### src/rtl/pmq_pkg.sv
// Package for the priority message queue.
// Holds the operation, status and state codes and the controller/datapath interface types.
// No dependencies.
package pmq_pkg;

    localparam logic [1:0] KIND_PUT   = 2'd0;
    localparam logic [1:0] KIND_GET   = 2'd1;
    localparam logic [1:0] KIND_CLEAR = 2'd2;

    localparam logic [1:0] ST_OK    = 2'd0;
    localparam logic [1:0] ST_FULL  = 2'd1;
    localparam logic [1:0] ST_EMPTY = 2'd2;

    typedef enum logic [1:0] {
        S_IDLE,
        S_EXEC,
        S_OUT
    } state_t;

    typedef struct packed {
        logic load;
        logic exec;
        logic take;
    } dp_cmd_t;

    typedef struct packed {
        logic out_full;
    } dp_status_t;

endpackage

### src/rtl/pmq_datapath.sv
// Datapath of the priority message queue: sorted slot cells, count, request and result registers.
// Depends on pmq_pkg.
module pmq_datapath #(
    parameter int DEPTH         = 16,
    parameter int PAYLOAD_WIDTH = 32,
    parameter int CW            = $clog2(DEPTH + 1)
) (
    input  logic               clk,
    input  logic               rst_n,
    input  pmq_pkg::dp_cmd_t   cmd,
    output pmq_pkg::dp_status_t stat,
    input  logic               cfg_we,
    input  logic [4:0]         cfg_data,
    input  logic [1:0]         kind,
    input  logic [7:0]         priority_req,
    input  logic [31:0]        payload,
    output logic [1:0]         status,
    output logic [7:0]         out_priority,
    output logic [31:0]        out_payload,
    output logic [4:0]         count_after
);

    localparam int PW = (PAYLOAD_WIDTH < 32) ? PAYLOAD_WIDTH : 32;

    logic [7:0]               prio_reg [DEPTH];
    logic [PAYLOAD_WIDTH-1:0] body_reg [DEPTH];
    logic [CW-1:0]            count_reg;
    logic [CW-1:0]            count_next;
    logic [4:0]               cap_reg;
    logic [1:0]               kind_reg;
    logic [7:0]               rprio_reg;
    logic [PAYLOAD_WIDTH-1:0] rbody_reg;
    logic                     full_reg;
    logic                     full_next;
    logic [1:0]               status_next;
    logic [7:0]               oprio_next;
    logic [31:0]              obody_next;
    logic                     room;
    logic [DEPTH-1:0]         occ;
    logic [DEPTH-1:0]         lower;

    assign stat.out_full = full_reg;
    assign room = ({{(32-CW){1'b0}}, count_reg} < 32'(cap_reg)) &&
                  ({{(32-CW){1'b0}}, count_reg} < 32'(DEPTH));

    always_comb
    begin
        for (int i = 0; i < DEPTH; i++)
        begin
            occ[i]   = 32'(i) < {{(32-CW){1'b0}}, count_reg};
            lower[i] = occ[i] && (prio_reg[i] < rprio_reg);
        end
    end

    always_comb
    begin
        count_next  = count_reg;
        status_next = pmq_pkg::ST_OK;
        oprio_next  = 8'd0;
        obody_next  = 32'd0;
        case (kind_reg)
            pmq_pkg::KIND_PUT:
            begin
                if (room)
                    count_next = count_reg + 1'b1;
                else
                    status_next = pmq_pkg::ST_FULL;
            end
            pmq_pkg::KIND_GET:
            begin
                if (count_reg == '0)
                    status_next = pmq_pkg::ST_EMPTY;
                else
                begin
                    count_next = count_reg - 1'b1;
                    oprio_next = prio_reg[0];
                    obody_next = 32'(body_reg[0][PW-1:0]);
                end
            end
            pmq_pkg::KIND_CLEAR: count_next = '0;
            default: count_next = count_reg;
        endcase
    end

    always_comb
    begin
        full_next = full_reg;
        if (cmd.take)
            full_next = 1'b0;
        if (cmd.exec)
            full_next = 1'b1;
    end

    // Each cell inserts, shifts right, or shifts left by looking at its own and its left neighbor.
    always_ff @(posedge clk)
    begin
        if (cmd.exec && kind_reg == pmq_pkg::KIND_PUT && room)
        begin
            for (int i = 0; i < DEPTH; i++)
            begin
                if (i == 0)
                begin
                    if (lower[0] || !occ[0])
                    begin
                        prio_reg[0] <= rprio_reg;
                        body_reg[0] <= rbody_reg;
                    end
                end
                else if (lower[i - 1])
                begin
                    prio_reg[i] <= prio_reg[i - 1];
                    body_reg[i] <= body_reg[i - 1];
                end
                else if (lower[i] || !occ[i])
                begin
                    prio_reg[i] <= rprio_reg;
                    body_reg[i] <= rbody_reg;
                end
            end
        end
        else if (cmd.exec && kind_reg == pmq_pkg::KIND_GET)
        begin
            for (int i = 0; i < DEPTH - 1; i++)
            begin
                prio_reg[i] <= prio_reg[i + 1];
                body_reg[i] <= body_reg[i + 1];
            end
        end
    end

    always_ff @(posedge clk)
    begin
        if (cmd.load)
        begin
            kind_reg  <= kind;
            rprio_reg <= priority_req;
            rbody_reg <= PAYLOAD_WIDTH'({{(PAYLOAD_WIDTH > 32 ? PAYLOAD_WIDTH - 32 : 1){1'b0}},
                                          payload});
        end
        if (cmd.exec)
        begin
            status       <= status_next;
            out_priority <= oprio_next;
            out_payload  <= obody_next;
            count_after  <= 5'(count_next);
        end
    end

    always_ff @(posedge clk or negedge rst_n)
    begin
        if (!rst_n)
        begin
            count_reg <= '0;
            cap_reg   <= 5'd16;
            full_reg  <= 1'b0;
        end
        else
        begin
            if (cmd.exec)
                count_reg <= count_next;
            if (cfg_we)
                cap_reg <= cfg_data;
            full_reg <= full_next;
        end
    end

endmodule

### src/rtl/pmq_ctrl.sv
// Controller of the priority message queue: request capture, execute and result handoff.
// Depends on pmq_pkg.
module pmq_ctrl (
    input  logic                clk,
    input  logic                rst_n,
    input  logic                in_valid,
    output logic                in_ready,
    input  logic                out_ready,
    output logic                out_valid,
    input  pmq_pkg::dp_status_t stat,
    output pmq_pkg::dp_cmd_t    cmd
);

    pmq_pkg::state_t state_reg;
    pmq_pkg::state_t state_next;

    always_ff @(posedge clk or negedge rst_n)
    begin
        if (!rst_n)
            state_reg <= pmq_pkg::S_IDLE;
        else
            state_reg <= state_next;
    end

    // A new request is taken while the previous result still waits.
    always_comb
    begin
        state_next = state_reg;
        out_valid  = stat.out_full;
        cmd.take   = stat.out_full && out_ready;
        in_ready   = 1'b0;
        cmd.load   = 1'b0;
        cmd.exec   = 1'b0;
        case (state_reg)
            pmq_pkg::S_IDLE:
            begin
                in_ready = 1'b1;
                if (in_valid)
                begin
                    cmd.load   = 1'b1;
                    state_next = pmq_pkg::S_EXEC;
                end
            end
            pmq_pkg::S_EXEC:
            begin
                if (!stat.out_full || out_ready)
                begin
                    cmd.exec   = 1'b1;
                    state_next = pmq_pkg::S_IDLE;
                end
            end
            default: state_next = pmq_pkg::S_IDLE;
        endcase
    end

endmodule

### src/rtl/priority_message_queue.sv
// Top level of the priority message queue.
// Depends on pmq_pkg, pmq_ctrl and pmq_datapath.
//
//   Channel   Handshake               Fields
//   request   in_valid / in_ready     kind, priority_req, payload
//   result    out_valid / out_ready   status, out_priority, out_payload, count_after
//   config    cfg_we                  cfg_data (capacity)
//
// Each request is first captured, then the sorted cells insert or shift in parallel
// and register the result once the output register is free to take it.
// The next request is captured while a result still waits in the output register.
// Reset empties the queue and sets the capacity to 16; no clearing pass is needed.
module priority_message_queue #(
    parameter int DEPTH         = 16,
    parameter int PAYLOAD_WIDTH = 32
) (
    input  logic        clk,
    input  logic        rst_n,
    input  logic        cfg_we,
    input  logic [4:0]  cfg_data,
    input  logic        in_valid,
    output logic        in_ready,
    input  logic [1:0]  kind,
    input  logic [7:0]  priority_req,
    input  logic [31:0] payload,
    output logic        out_valid,
    input  logic        out_ready,
    output logic [1:0]  status,
    output logic [7:0]  out_priority,
    output logic [31:0] out_payload,
    output logic [4:0]  count_after
);

    pmq_pkg::dp_cmd_t    cmd;
    pmq_pkg::dp_status_t stat;

    pmq_ctrl u_ctrl (
        .clk       (clk),
        .rst_n     (rst_n),
        .in_valid  (in_valid),
        .in_ready  (in_ready),
        .out_ready (out_ready),
        .out_valid (out_valid),
        .stat      (stat),
        .cmd       (cmd)
    );

    pmq_datapath #(
        .DEPTH         (DEPTH),
        .PAYLOAD_WIDTH (PAYLOAD_WIDTH)
    ) u_dp (
        .clk          (clk),
        .rst_n        (rst_n),
        .cmd          (cmd),
        .stat         (stat),
        .cfg_we       (cfg_we),
        .cfg_data     (cfg_data),
        .kind         (kind),
        .priority_req (priority_req),
        .payload      (payload),
        .status       (status),
        .out_priority (out_priority),
        .out_payload  (out_payload),
        .count_after  (count_after)
    );

endmodule
### config.mk
export PLATFORM = sky130hd
export DESIGN_NAME = priority_message_queue
export DESIGN_NICKNAME = d
export VERILOG_FILES = /design/src/rtl/pmq_pkg.sv /design/src/rtl/pmq_datapath.sv /design/src/rtl/pmq_ctrl.sv /design/src/rtl/priority_message_queue.sv
export SDC_FILE = /design/constraint.sdc
export NUM_CORES = 2
export LEC_CHECK = 0
export BUFFER_PORTS_ARGS = -buffer_cell sky130_fd_sc_hd__buf_2
export CELL_PAD_IN_SITES_DETAIL_PLACEMENT = 1
export CELL_PAD_IN_SITES_GLOBAL_PLACEMENT = 2
export CORE_MARGIN = 4
export CORE_UTILIZATION = 42
export CTS_CLUSTER_DIAMETER = 120
export DETAILED_ROUTE_END_ITERATION = 16
export GPL_TIMING_DRIVEN = 0
export PLACE_DENSITY = 0.77
export SLEW_MARGIN = 20
export SYNTH_ARGS = -nofsm -noshare
export SYNTH_HDL_FRONTEND = slang
export SYNTH_SLANG_ARGS = --single-unit
### constraint.sdc
create_clock -name clk -period 7.5 [get_ports clk]
set_input_delay 0.375 -clock clk [delete_from_list [all_inputs] [get_ports clk]]
set_output_delay 0.375 -clock clk [all_outputs]
set_load 0.05 [all_outputs]
==> impl_metrics.ini <==
[synthesis]
synth_top_cell_area_share = 0.580
yosysSeqAreaShare = 0.588
synth_edf_count = 729
mappedNetlistArea_um2 = 37700
synthDistinctLibCells = 62
ys_seq_elements = 741
netlist_instances = 3514
async_flop_share = 0.0162
syn-num-nets = 3679
yosys_warnings = 0
synth_top_area_cell = edfxtp_1
ys.flop_type = edfxtp_1
synth.area.top_cells = edfxtp_1, a21oi_1, mux2i_1
syn_area_per_cell_um2 = 10.7

[sta]
fin_setup_tns_ns = 0
finalSetupViolCount = 0
drv_slew = 0
period_needed_ns = 5.40
maxSlewHeadroom = 0.169
fmax_ghz = 0.185
worstMarginPinSlew_ns = 1.25
rsz0062_at_grt = false
timing.final.hold_violations = 0
clock_skew_ns = 0.0233
period_share = 0.720
fin_ws_ns = 2.10

[placed_design]
placed_area_um2 = 40700
numPortBuffers = 99
hpwl_mm = 114
dp_slack_ns = 2.21
gp_congestion = 0.941

[worst_setup_path]
cp_data_required_time_ns = 7.83
crit_chain = inv_1, ha_1, and4_1, o21ai_0, a21oi_1, a2111oi_1, nand2b_1, clkbuf_1, clkbuf_1, o21ai_0, nand2_4, buf_12
cp-start-kind = register
arrival_ns = 5.74
cp-end-kind = register
crit_slowest_cell = inv_1
critical_path_class = register to register
cp_slowest_stage_delay_ns = 0.90
crit_fanout = 24
critical_path.top_delay_family = buffers and inverters
crit_buf_inv = 4

[finish]
largest_reg_flops = 512
syn2layout_area_growth_pct = 16.2
nNetsFinal = 3952
layout-drive-gt1-share = 0.102
seq_area_um2 = 22200
nFillCells = 9542
multi_input_area_um2 = 14400
stdcell_area_um2 = 43800

[die]
start_util = 0.425
die_area_um2 = 94700
die_w_um = 308
rows = 109
core_um2 = 88800
die_h_um = 308
io-pin-count = 101

[global_routing]
grt_pass1_wl_mm = 230
grt_use_total = 0.333
grt_pass1_vias = 33248
grt-ovfl-total = 0
antenna_found_initial = 4
grt_max_degree = 55

[cts]
root_buffer = clkbuf_16
cts_sinks = 741
clkTransAtPathRegs_ns = 0.06
clk_latency_ns = 0.66
numCtsBuffers = 86
htreeDepth = 3
post_cts_resized = 0
cts_tree = built
clockBufferDepth = 3

[run_status]
status = finished clean

[routing]
num_vias = 32010
wl_per_cell_um = 31.9
drc = 0
via_per_inst = 6.38
finalWirelength_mm = 160
ant_nets = 0
first_pass_iters = 6
drt_iter0_markers = 4074

[power]
ir_drop_mv = 0.174
leakage_nw = 15.8
powerDensity_nw_per_um2 = 384

[hold_path]
hold_class = input port to register

[job]
maxCapViolCount = 0
[Yosys cell counts (3+ instances only)]
cell / count
a21o_1: 17
or2_2: 4
and4_1: 3
nor2_1: 363
and3_1: 45
edfxtp_1: 729
nand2b_1: 21
or3_1: 3
buf_1: 15
a211oi_1: 13
ha_1: 113
nor2b_1: 10
o21ai_1: 4
buf_6: 4
o21ai_0: 254
clkbuf_1: 217
buf_4: 22
nor3_1: 10
and2_1: 4
o22ai_1: 41
nand4_1: 47
nand3_1: 89
a21oi_1: 408
a22oi_1: 122
o21bai_1: 4
a31oi_1: 57
buf_2: 38
a2111o_1: 3
o21a_1: 4
o31a_1: 3
mux2_2: 41
o31ai_1: 4
inv_1: 19
o211ai_1: 3
mux2i_1: 201
nand2_1: 534
dfrtp_1: 11
[area by class of cell]
cell class / instances / share of cell area
antenna: 5 / 0.000286
buffer: 296 / 0.0292
clock buffer: 115 / 0.0521
clock inverter: 37 / 0.00674
inverter: 21 / 0.00191
multi-input combinational: 2456 / 0.327
sequential: 741 / 0.506
tap: 1165 / 0.0333
timing repair buffer: 185 / 0.0427
[logic make-up (layout without fill, tap and decap cells)]
logic type	after synthesis	count (layout)	synth area share
and+or+nand+nor	1141	1141	0.127
AOI/OAI and AO/OA	960	960	0.146
DFF	741	741	0.588
buffers and inverters	317	654	0.0358
muxes	242	242	0.0656
adders and majority gates	113	113	0.0375
other	0	5	0
[per-layer routing]
| layer | track usage | part of all wire |
|---|---|---|
| met5 | 0 | 0.00016 |
| met4 | 0.156 | 0.054 |
| met3 | 0.0649 | 0.089 |
| met2 | 0.528 | 0.45 |
| met1 | 0.444 | 0.41 |
[worst min-delay path, stage by stage]
cell and delay [ns]:
clkbuf_1 0.18, nand2_1 0.11, o21ai_0 0.09
[where the power goes]
part	leakage, nW	total, mW	switching [mW]	internal, mW
Combinational	7.60	5.96	4.23	1.74
Sequential	6.96	6.80	0.673	6.13
Clock	1.26	4.04	1.78	2.27
Total	15.8	16.8	6.68	10.1
[path summary, 6_finish.rpt]
kind | from | to | slack [ns] | cells after the start
max | u_dp.rprio_reg[7] | u_dp.body_reg[9][12] | 2.10 | 12
min | cfg_we | u_dp.cap_reg[4] | 0.12 | 3
max reg2reg | u_dp.rprio_reg[7] | u_dp.body_reg[9][12] | 2.10 | 12
min reg2reg | u_dp.cap_reg[0] | u_dp.cap_reg[0] | 0.52 | 1
max in group asynchronous | rst_n | u_dp.cap_reg[4] | 7.08 | 2
min in group asynchronous | rst_n | u_dp.cap_reg[2] | 0.14 | 2
[through the flow]
| step | cells | power [mW] | hold slack, ns | utilization |
|---|---|---|---|---|
| detailed placement | 4814 | 12.7 | 0.277 | 0.459 |
| global route | 5016 | 17.5 | 0.159 | 0.493 |
| floorplan | 3514 | 9.95 | 0.0794 | - |
| CTS | 5016 | 16.7 | 0.0875 | 0.493 |
| finish | 5021 | 16.8 | 0.119 | 0.494 |
| global placement | 4778 | 12.2 | 0.273 | 0.447 |
[layout by cell type (no fill, tap or decap), types with 15 or more instances in the layout]
cell type	count
and3_1	45
nand3_1	89
buf_2	136
a21oi_1	408
edfxtp_1	729
buf_1	15
o21ai_0	243
a21o_1	17
a22oi_1	122
nor2_1	362
clkbuf_1	239
ha_1	113
mux2i_1	201
nand2_1	529
dlygate4sd3_1	50
nand2b_1	21
buf_4	25
clkbuf_16	86
o22ai_1	41
nand4_1	47
a31oi_1	56
inv_1	19
buf_16	25
clkinv_1	15
mux2_2	41
[timing repair]
| action | CTS | global route |
|---|---|---|
| buffers inserted | 0 | 0 |
| hold buffers | 50 | 0 |
| hold endpoints to repair | 61 | 0 |
No activity file was read; power rests on OpenSTA's default activity.
